**config.mk**
```make
export PLATFORM = sky130hd
export DESIGN_NAME = upl_sqrt
export DESIGN_NICKNAME = d
export VERILOG_FILES = /design/src/hdl/upl_sqrt.sv
export SDC_FILE = /design/constraint.sdc
export NUM_CORES = 1
export LEC_CHECK = 0
export BUFFER_PORTS_ARGS = -buffer_cell sky130_fd_sc_hd__buf_4
export CAP_MARGIN = 0
export CORE_ASPECT_RATIO = 0.9
export CORE_MARGIN = 8
export CORE_UTILIZATION = 40
export CTS_BUF_LIST = sky130_fd_sc_hd__clkbuf_8 sky130_fd_sc_hd__clkbuf_16
export CTS_CLUSTER_SIZE = 25
export DETAILED_ROUTE_END_ITERATION = 12
export SKIP_LAST_GASP = 1
export SYNTH_ARGS = -nofsm -noshare
export SYNTH_HDL_FRONTEND = slang
export SYNTH_SLANG_ARGS = --single-unit
```
**constraint.sdc**
```tcl
create_clock -name clk -period 8.3 [get_ports clk]
set_input_delay 0.83 -clock clk [delete_from_list [all_inputs] [get_ports clk]]
set_output_delay 0.83 -clock clk [all_outputs]
set_load 0.05 [all_outputs]
```
**src/hdl/upl_sqrt.sv**
```systemverilog
// Pipelined integer square root, one result bit per stage.
`default_nettype none
module upl_sqrt #(
  parameter int N = 42
) (
  input  wire logic             clk,
  input  wire logic             en,
  input  wire logic [N-1:0]     x,
  output logic      [N/2-1:0]   y
);

  localparam int R = N / 2;

  logic [R+1:0] rem_q  [R];
  logic [R-1:0] root_q [R];
  logic [N-1:0] x_q    [R];
  logic [R+1:0] rem_n  [R];
  logic [R-1:0] root_n [R];
  logic [N-1:0] x_n    [R];

  always_comb begin
    logic [R+1:0] rin;
    logic [R+1:0] rs;
    logic [R+1:0] tr;
    logic [R-1:0] oin;
    logic [N-1:0] xin;
    rin = '0;
    rs  = '0;
    tr  = '0;
    oin = '0;
    xin = '0;
    for (int k = 0; k < R; k++) begin
      rin = (k == 0) ? '0 : rem_q[(k == 0) ? 0 : k-1];
      oin = (k == 0) ? '0 : root_q[(k == 0) ? 0 : k-1];
      xin = (k == 0) ? x : x_q[(k == 0) ? 0 : k-1];
      rs  = {rin[R-1:0], xin[N-1:N-2]};
      tr  = {oin, 2'b01};
      if (rs >= tr) begin
        rem_n[k]  = rs - tr;
        root_n[k] = {oin[R-2:0], 1'b1};
      end else begin
        rem_n[k]  = rs;
        root_n[k] = {oin[R-2:0], 1'b0};
      end
      x_n[k] = xin << 2;
    end
  end

  always_ff @(posedge clk) begin
    if (en) begin
      for (int k = 0; k < R; k++) begin
        rem_q[k]  <= rem_n[k];
        root_q[k] <= root_n[k];
        x_q[k]    <= x_n[k];
      end
    end
  end

  assign y = root_q[R-1];

endmodule
`default_nettype wire

```
==> qor.yml, run 1 <==
die_h_um: 345
final_cell_mix: "edfxtp_1 (1045), inv_1 (342), ha_1 (253), a21oi_1 (235), nor2_1 (223)"
relSlewSlack: 0.0990
rsz0062_at_grt: "no"
grt_use_total: 0.129
grt_pass1_vias: 26600
layout-drive-gt1-share: 0.0868
final_cell_count_no_fill: 5458
reg2reg_slack_ns: 4.65
period_needed_ns: 3.65
synth_top_family_by_area: "simple AND/OR/NAND/NOR gates"
synth-simple-area-share: 0.0908
r2r_start: "rem_q[4][47]$_DFFE_PP_"
muxShareOfSynthArea: 0.0146
viasPerCell: 5.01
synth_xor_area_frac: 0.0562
vias: 27300
root_buffer: "clkbuf_16"
antennaDiodeCount: 0
finalSetupViolCount: 0
path_max_fanout: 21
core_area_um2: 120000
start_kind: "register"
p_total_w: 0.0143
post_cts_buffers: 0
ctsHoldBuffers: 0
syn_to_final_growth_pct: 12.3
post_cts_resized: 0
hold_depth: 1
synth_area_per_cell_um2: 13.3
reg2reg_depth: 9
synth_nets: 3931
fmax_mhz: 274
leakage_nw: 20.8
gp_congestion: 0.852
drc_errors: 0
pre_cts_slack_ns: 4.67
numPortBuffers: 64
synth_compound_area_frac: 0.0906
ys_seq_area_frac: 0.651
dieWidth_um: 382
path_clk_slew_ns: 0.06
drt_iter0_markers: 1929
min_period_over_period: 0.440
wire_per_inst_um: 15.9
synth_area_um2: 48200
crit_path_end_kind: "register"
antenna_found_initial: 0
yosysWarnings: 0
setup_ws_ns: 4.65
fin_tns_setup_ns: 0
synth_edf_count: 1045
synth_fa_ha_area_frac: 0.0657
start_util: 0.401
async_reset_ff_frac: 0
worst_pin_slew_ns: 1.35
cts_tree: "done"
drtAntennaViolNets: 0
final_common_cell: "edfxtp_1"
status: "finished clean"
min_path_type: "in2reg"
cts_buffer_depth: 3
grt_pass1_wl_um: 141000
peakVddDrop_mv: 0.153
crit_required_ns: 8.76
finalHoldViolCount: 0
syn_inst: 3634
drt-pass1-iter-count: 5
hpwl_um: 59000
final_area_um2: 54100
path_class: "reg2reg"
hp-start: "x[29]"
synth.distinct_cells: 82
p_per_area_nw_per_um2: 264
ios: 65
numCtsBuffers: 110
place_inst: 5253
clk-insertion-delay-late_ns: 0.71
rows: 121
final_net_count: 4063
cts.sink_count: 1045
report.final.slew_viol_count: 0
arrival_ns: 4.11
htreeDepth: 3
ys_ff_latch: 1045
grt_max_degree: 200
overflow: 0
die_area_um2: 132000
clock_skew_ns: 0.0263
maxCapViolCount: 0
place_area_um2: 50600
critPathLaunch: "rem_q[4][47]$_DFFE_PP_"
synth_ff_type: "edfxtp_1"
wl_um: 87000
==> sequential cells by signal, summed over array words and instances (netlist names) <==
register  flops
root_q      231
rem_q       394
x_q         420
==> power breakdown <==
part / switching [W] / internal, W
logic: 0.00141 / 0.00113
registers: 0.000378 / 0.00662
clock network: 0.00204 / 0.00270
total: 0.00383 / 0.0104
==> critical path, stage by stage, from the launching register on <==
cell and delay (ns):
edfxtp_1 0.39, ha_1 0.24, or3_1 0.37, o22ai_1 0.28, o211ai_1 0.14, a21oi_1 0.34
o21ai_0 0.21, o21ai_0 0.24, a21o_1 0.75, mux2_2 0.43
==> synthesized netlist by cell type, drive strengths merged (11+ instances only) <==
| library cell | number | area [um2] |
|---|---|---|
| or3 | 37 | 231 |
| edfxtp | 1045 | 31400 |
| o211ai | 14 | 105 |
| and2 | 15 | 93.8 |
| inv | 320 | 1200 |
| a21oi | 236 | 1180 |
| nand3 | 53 | 265 |
| o21bai | 18 | 135 |
| nand2 | 215 | 807 |
| nor2b | 39 | 244 |
| a31oi | 22 | 138 |
| o21ai | 174 | 871 |
| nor3 | 76 | 385 |
| nor3b | 11 | 82.6 |
| buf | 22 | 131 |
| or2 | 14 | 87.6 |
| and3 | 15 | 93.8 |
| nor2 | 223 | 837 |
| o21a | 51 | 383 |
| ha | 253 | 3170 |
| mux2 | 56 | 642 |
| nand4 | 44 | 275 |
| a21o | 80 | 601 |
| a211oi | 18 | 140 |
| clkbuf | 42 | 158 |
| or4 | 23 | 173 |
| o31ai | 18 | 135 |
| nor4 | 40 | 269 |
| xor2 | 141 | 1230 |
| nand2b | 37 | 231 |
| xnor2 | 168 | 1470 |
==> metrics by stage <==
step           utilization  hold slack, ns
2_1_floorplan            -           0.400
3_3_place_gp         0.421           0.400
3_5_place_dp         0.421           0.405
4_1_cts              0.450           0.215
5_1_grt              0.450           0.234
6_report             0.450           0.295
==> layout make-up <==
| class | instances | area [um2] |
|---|---|---|
| inverter | 321 | 1200 |
| sequential | 1045 | 31400 |
| fill | 10900 | 66100 |
| timing repair buffer | 84 | 676 |
| tap | 1599 | 2000 |
| multi-input combinational | 2204 | 15400 |
| clock buffer | 112 | 2800 |
| clock inverter | 93 | 702 |
==> cell families after synthesis <==
group	after synthesis
AND/OR/NAND/NOR	875
multiplexers	62
XOR/XNOR	309
AO/OA/AOI/OAI	704
flip-flops	1045
adder cells (fa/ha/maj)	253
buffers and inverters	385
other	1
==> metal layers <==
layer | GRT usage | wire length (um) | vias up
li1 | - | - | 13700
met1 | 0.195 | 44900 | 13000
met2 | 0.187 | 36000 | 498
met3 | 0.0262 | 3850 | 150
met4 | 0.0371 | 2300 | 0
met5 | 0 | 0 | -
==> final timing paths <==
check	to
max	rem_q[4][72]$_DFFE_PP_
min	x_q[0][29]$_DFFE_PP_
max reg2reg	rem_q[4][72]$_DFFE_PP_
min reg2reg	x_q[1][8]$_DFFE_PP_
No activity file was read; power rests on OpenSTA's default activity.
==> run 2: changes to the inputs <==
- clock period: 8.3 -> 3 ns (I/O delays scaled with it)
==> run 2 against run 1 <==
Net effect:
- core utilization increased by 1.6 points
- maximum frequency rose by 24%
- critical path type unchanged
- clock power rose to 2.8 times the previous value
- largest cell class unchanged
- highest routed layer unchanged
- power rose to 2.8 times the previous value
- critical path depth stayed put
- register-to-register slack worse by 4.6 ns
- largest power group unchanged
- first-iteration DRC count is 2.5% higher
- worst setup slack got worse by 4.6 ns
==> qor.yml, run 2 (synthesized netlist as in run 1, its figures left out) <==
crit_chain: "inv_1 -> ha_2 -> nand2_1 -> nor2_1 -> and3_1 -> and2_1 -> and3b_1 -> or4b_2 -> mux2_4"
antenna_found_initial: 0
place_inst: 5381
min_path_type: "in2reg"
path_class: "reg2reg"
reg2reg_depth: 9
viasPerCell: 4.97
crit_required_ns: 3.47
relSlewSlack: 0.467
fillers: 10700
finalHoldViolCount: 0
p_per_area_nw_per_um2: 721
layout-drive-gt1-share: 0.124
clock_skew_ns: 0.0429
start_util: 0.401
hold_depth: 2
largest_registers: "x_q (420), rem_q (394), root_q (231)"
drt_iter0_markers: 1978
min_period_over_period: 0.981
final_net_count: 4239
peakVddDrop_mv: 0.479
path_clk_slew_ns: 0.06
regArea_um2: 31400
core_area_um2: 120000
netSwitchingPower_w: 0.0108
numPortBuffers: 64
final_cell_count_no_fill: 5636
grt_pass1_wl_um: 144000
leakage_nw: 21.7
numCtsBuffers: 110
clk-insertion-delay-late_ns: 0.72
drtAntennaViolNets: 0
power.share.combinational: 0.187
htreeDepth: 3
p_int_w: 0.0296
grt_use_total: 0.131
wl_um: 88600
root_buffer: "clkbuf_16"
whs_ns: 0.302
final_common_cell: "edfxtp_1"
wire_per_inst_um: 15.7
antennaDiodeCount: 0
cts_tree: "done"
grt_pass1_vias: 27300
arrival_ns: 3.41
switching_share: 0.266
status: "finished clean"
fmax_mhz: 340
start_kind: "register"
path_max_fanout: 7
final_cell_mix: "edfxtp_1 (1045), inv_1 (341), ha_1 (247), a21oi_1 (231), nor2_1 (222)"
rsz0062_at_grt: "yes"
hpwl_um: 61800
worst_pin_slew_ns: 0.795
seqPwrFrac: 0.480
die_area_um2: 132000
gp_congestion: 0.856
dieWidth_um: 382
drc_errors: 0
drt-pass1-iter-count: 5
multiInputGateArea_um2: 15500
crit_path_end_kind: "register"
maxCapViolCount: 0
cts_buffer_depth: 3
cts.sink_count: 1045
period_needed_ns: 2.94
rows: 121
syn_to_final_growth_pct: 16.3
slowest_stage: "or4b_2"
clockPowerShare: 0.334
overflow: 0
largest_reg_flops: 420
report.final.slew_viol_count: 0
p_total_w: 0.0404
finalSetupViolCount: 0
ios: 65
regMostFlops: "x_q"
die_h_um: 345
vias: 28000
grt_max_degree: 122
max_stage_delay_ns: 0.79
==> run 2: cell count changes in the layout (fill, tap and decap cells not counted), sizes merged <==
cell         delta
dlygate4sd3    +44
o31ai           +1
clkbuf          -1
buf           +130
inv             +2
or4b            +1
bufinv          +4
clkinv          -7
clkinvlp        +4
==> run 2: routing by layer <==
metal,vias to the layer above,track usage,part of all wire
li1,14100,-,-
met1,13200,0.199,0.51
met2,554,0.189,0.41
met3,163,0.0273,0.051
met4,0,0.0382,0.027
met5,-,0,0
==> run 2: stage by stage <==
step                area (um2)  setup slack (ns)  TNS, ns  utilization
floorplan                48200             0.141        0            -
global placement         51800            -0.213   -0.863        0.431
detailed placement       51800            -0.213   -0.363        0.431
CTS                      55900            0.0284        0        0.465
global route             56000           -0.0484   -0.184        0.466
finish                   56000            0.0563        0        0.466
==> run 2: area by class of cell <==
| class | count | area share |
|---|---|---|
| multi-input cells | 2206 | 0.277 |
| flip-flops and latches | 1045 | 0.560 |
| repair buffers | 258 | 0.0408 |
| inverters | 321 | 0.0215 |
| clock buffers | 111 | 0.0496 |
| clock inverters | 96 | 0.0153 |
| well taps | 1599 | 0.0357 |
==> run 2: final timing paths <==
check | start | endpoint | slack [ns]
worst max-delay path | root_q[2][10]$_DFFE_PP_ | rem_q[4][41]$_DFFE_PP_ | 0.06
worst min-delay path | x[2] | x_q[0][2]$_DFFE_PP_ | 0.30
worst max register to register | root_q[2][10]$_DFFE_PP_ | rem_q[4][41]$_DFFE_PP_ | 0.06
worst min register to register | x_q[0][144]$_DFFE_PP_ | x_q[1][26]$_DFFE_PP_ | 0.40
==> run 2: power by group through the flow <==
stage / sequential [W] / clock (W) / combinational [W]
2_1_floorplan: 0.0193 / 0 / 0.00533
3_3_place_gp: 0.0196 / 0 / 0.00725
3_5_place_dp: 0.0196 / 0 / 0.00734
4_1_cts: 0.0194 / 0.0140 / 0.00745
5_1_grt: 0.0196 / 0.0145 / 0.00845
6_report: 0.0194 / 0.0135 / 0.00754
==> run 2: critical path, delay by kind of cell (launching register included) <==
| kind | cells | cell delay, ns |
|---|---|---|
| flip-flops | 1 | 0.40 |
| multiplexers | 1 | 0.34 |
| AND/OR/NAND/NOR | 6 | 1.56 |
| adder cells (fa/ha/maj) | 1 | 0.32 |
| buffers and inverters | 1 | 0.08 |
==> run 2: timing repair <==
action / 4_1_cts / 5_1_grt
setup buffers: 0 / 2
hold buffers: 44 / 0
cloned: 0 / 2
gates resized for setup: 2 / 42
pin swaps: 0 / 7
hold endpoints to repair: 63 / 0
endpoints found under the setup margin: 21 / 93
==> run 3: changes to the inputs <==
- SKIP_LAST_GASP: 1 -> unset
- clock period: 3 -> 2.82 ns (I/O delays scaled with it)
==> run 3 against run 2 <==
Net effect:
- maximum frequency is 5.8% higher
- routed wire length up 2.5%
- count of clock-buffer cells in the layout shrank 1
- critical endpoint unchanged
- largest power group unchanged
- highest routed layer unchanged
==> qor.yml, run 3 (synthesized netlist as in run 1, its figures left out) <==
status: "finished clean"
drc_errors: 0
cp.depth: 9
reg2reg_slack_ns: 0.04
path_clk_slew_ns: 0.06
p_per_area_nw_per_um2: 765
finalSetupViolCount: 0
crit_required_ns: 3.27
path_max_fanout: 6
r2r_start: "root_q[2][3]$_DFFE_PP_"
arrival_ns: 3.23
cp-endpoint: "rem_q[4][41]$_DFFE_PP_"
report.final.slew_viol_count: 0
numCtsBuffers: 110
path_class: "reg2reg"
power.share.combinational: 0.203
largest_registers: "x_q (420), rem_q (394), root_q (231)"
whs_ns: 0.286
cts_tree: "done"
rows: 121
crit_path_end_kind: "register"
grt_pass1_vias: 27700
min_path_type: "in2reg"
drtAntennaViolNets: 0
period_needed_ns: 2.78
max_stage_delay_ns: 0.64
final_common_cell: "edfxtp_1"
antennaDiodeCount: 0
path_delay_family: "simple AND/OR/NAND/NOR gates"
cts.sink_count: 1045
htreeDepth: 3
clockPowerShare: 0.334
finalHoldViolCount: 0
r2r_end: "rem_q[4][41]$_DFFE_PP_"
drt_iter0_markers: 1857
dieWidth_um: 382
antenna_found_initial: 1
wl_um: 90700
viasPerCell: 4.92
final_cell_mix: "edfxtp_1 (1045), buf_4 (367), inv_1 (336), ha_1 (226), a21oi_1 (223)"
seqPwrFrac: 0.463
relSlewSlack: 0.567
clk-insertion-delay-late_ns: 0.71
final_net_count: 4423
slowest_stage: "or4b_4"
syn_to_final_growth_pct: 20.8
regMostFlops: "x_q"
vias: 28600
hpwl_um: 63500
fin_tns_setup_ns: 0
wire_per_inst_um: 15.6
worst_pin_slew_ns: 0.645
grt_use_total: 0.132
die_area_um2: 132000
critPathLaunch: "root_q[2][3]$_DFFE_PP_"
fmax_mhz: 359
grt_max_degree: 103
core_area_um2: 120000
min_period_over_period: 0.987
peakVddDrop_mv: 0.492
ios: 65
start_util: 0.401
die_h_um: 345
root_buffer: "clkbuf_16"
worst-path-buf-inv: 1
drt-pass1-iter-count: 7
start_kind: "register"
grt_pass1_wl_um: 145000
clock_skew_ns: 0.0231
leakage_nw: 22.8
cts_buffer_depth: 3
crit_chain: "inv_2 -> ha_4 -> a21o_1 -> a21oi_2 -> a21boi_2 -> a41oi_2 -> and3b_2 -> or4b_4 -> mux2_4"
largest_reg_flops: 420
overflow: 0
numPortBuffers: 64
netSwitchingPower_w: 0.0117
reg2reg_depth: 9
layout-drive-gt1-share: 0.183
p_int_w: 0.0328
maxCapViolCount: 0
switching_share: 0.263
gp_congestion: 0.829
rsz0062_at_grt: "yes"
## run 3: changes by cell type in the layout (fill, tap and decap cells not counted), sizes merged
cell      change
buf         +182
clkinv        -9
bufinv        +7
clkinvlp      -5
clkbuf        +2
o31ai         -1
## run 3: stage by stage
| stage | total power (W) | cells | area [um2] | setup slack (ns) | util |
|---|---|---|---|---|---|
| after floorplan | 0.0262 | 3634 | 48200 | 0.00451 | - |
| after global placement | 0.0290 | 5525 | 52900 | -0.0758 | 0.440 |
| after detailed placement | 0.0291 | 5525 | 52900 | -0.115 | 0.440 |
| after CTS | 0.0444 | 5768 | 57100 | 0.00242 | 0.475 |
| after global routing | 0.0467 | 5812 | 58200 | -0.0575 | 0.484 |
| final | 0.0445 | 5812 | 58200 | 0.0366 | 0.484 |
## run 3: layer usage
layer / GRT usage / up-vias / share of wire
met5: 0 / - / 0
met4: 0.0399 / 0 / 0.027
met3: 0.0275 / 169 / 0.046
met2: 0.196 / 502 / 0.42
met1: 0.195 / 13500 / 0.50
li1: - / 14400 / -
## run 3: power groups by stage
stage                     logic, W  clock network [W]  registers, W
final                      0.00902             0.0149        0.0206
after global routing        0.0100             0.0159        0.0208
after CTS                  0.00837             0.0154        0.0206
after detailed placement   0.00823                  0        0.0209
after global placement     0.00813                  0        0.0209
after floorplan            0.00567                  0        0.0205
## run 3: worst register-to-register path: stages (launching register included)
cell	delay [ns]
edfxtp_1	0.41
inv_2	0.10
ha_4	0.22
a21o_1	0.16
a21oi_2	0.16
a21boi_2	0.08
a41oi_2	0.18
and3b_2	0.26
or4b_4	0.64
mux2_4	0.33
## run 3: area by class of cell
type | count | area, um2
clock inverter | 89 | 981
tap | 1599 | 2000
multi-input combinational | 2205 | 16100
timing repair buffer | 443 | 3790
inverter | 321 | 1210
sequential | 1045 | 31400
fill | 10500 | 62000
clock buffer | 110 | 2750
## run 3: worst min path at each step
stage | startpoint | end | slack, ns | cells past startpoint
floorplan | x[0] | x_q[0][0]$_DFFE_PP_ | 0.38 | 0
global placement | x_q[2][101]$_DFFE_PP_ | x_q[2][143]$_DFFE_PP_ | 0.40 | 0
detailed placement | x_q[0][64]$_DFFE_PP_ | x_q[0][106]$_DFFE_PP_ | 0.40 | 0
CTS | x[19] | x_q[0][19]$_DFFE_PP_ | 0.21 | 2
global route | x[39] | x_q[0][39]$_DFFE_PP_ | 0.23 | 2
finish | x[38] | x_q[0][38]$_DFFE_PP_ | 0.29 | 2
## run 3: what timing repair did
item	in CTS	in global routing
setup buffers	0	40
hold buffers	44	0
gates resized for setup	14	154
hold endpoints to repair	74	0
pin swaps	5	53
endpoints found under the setup margin	38	174
gates cloned	0	5
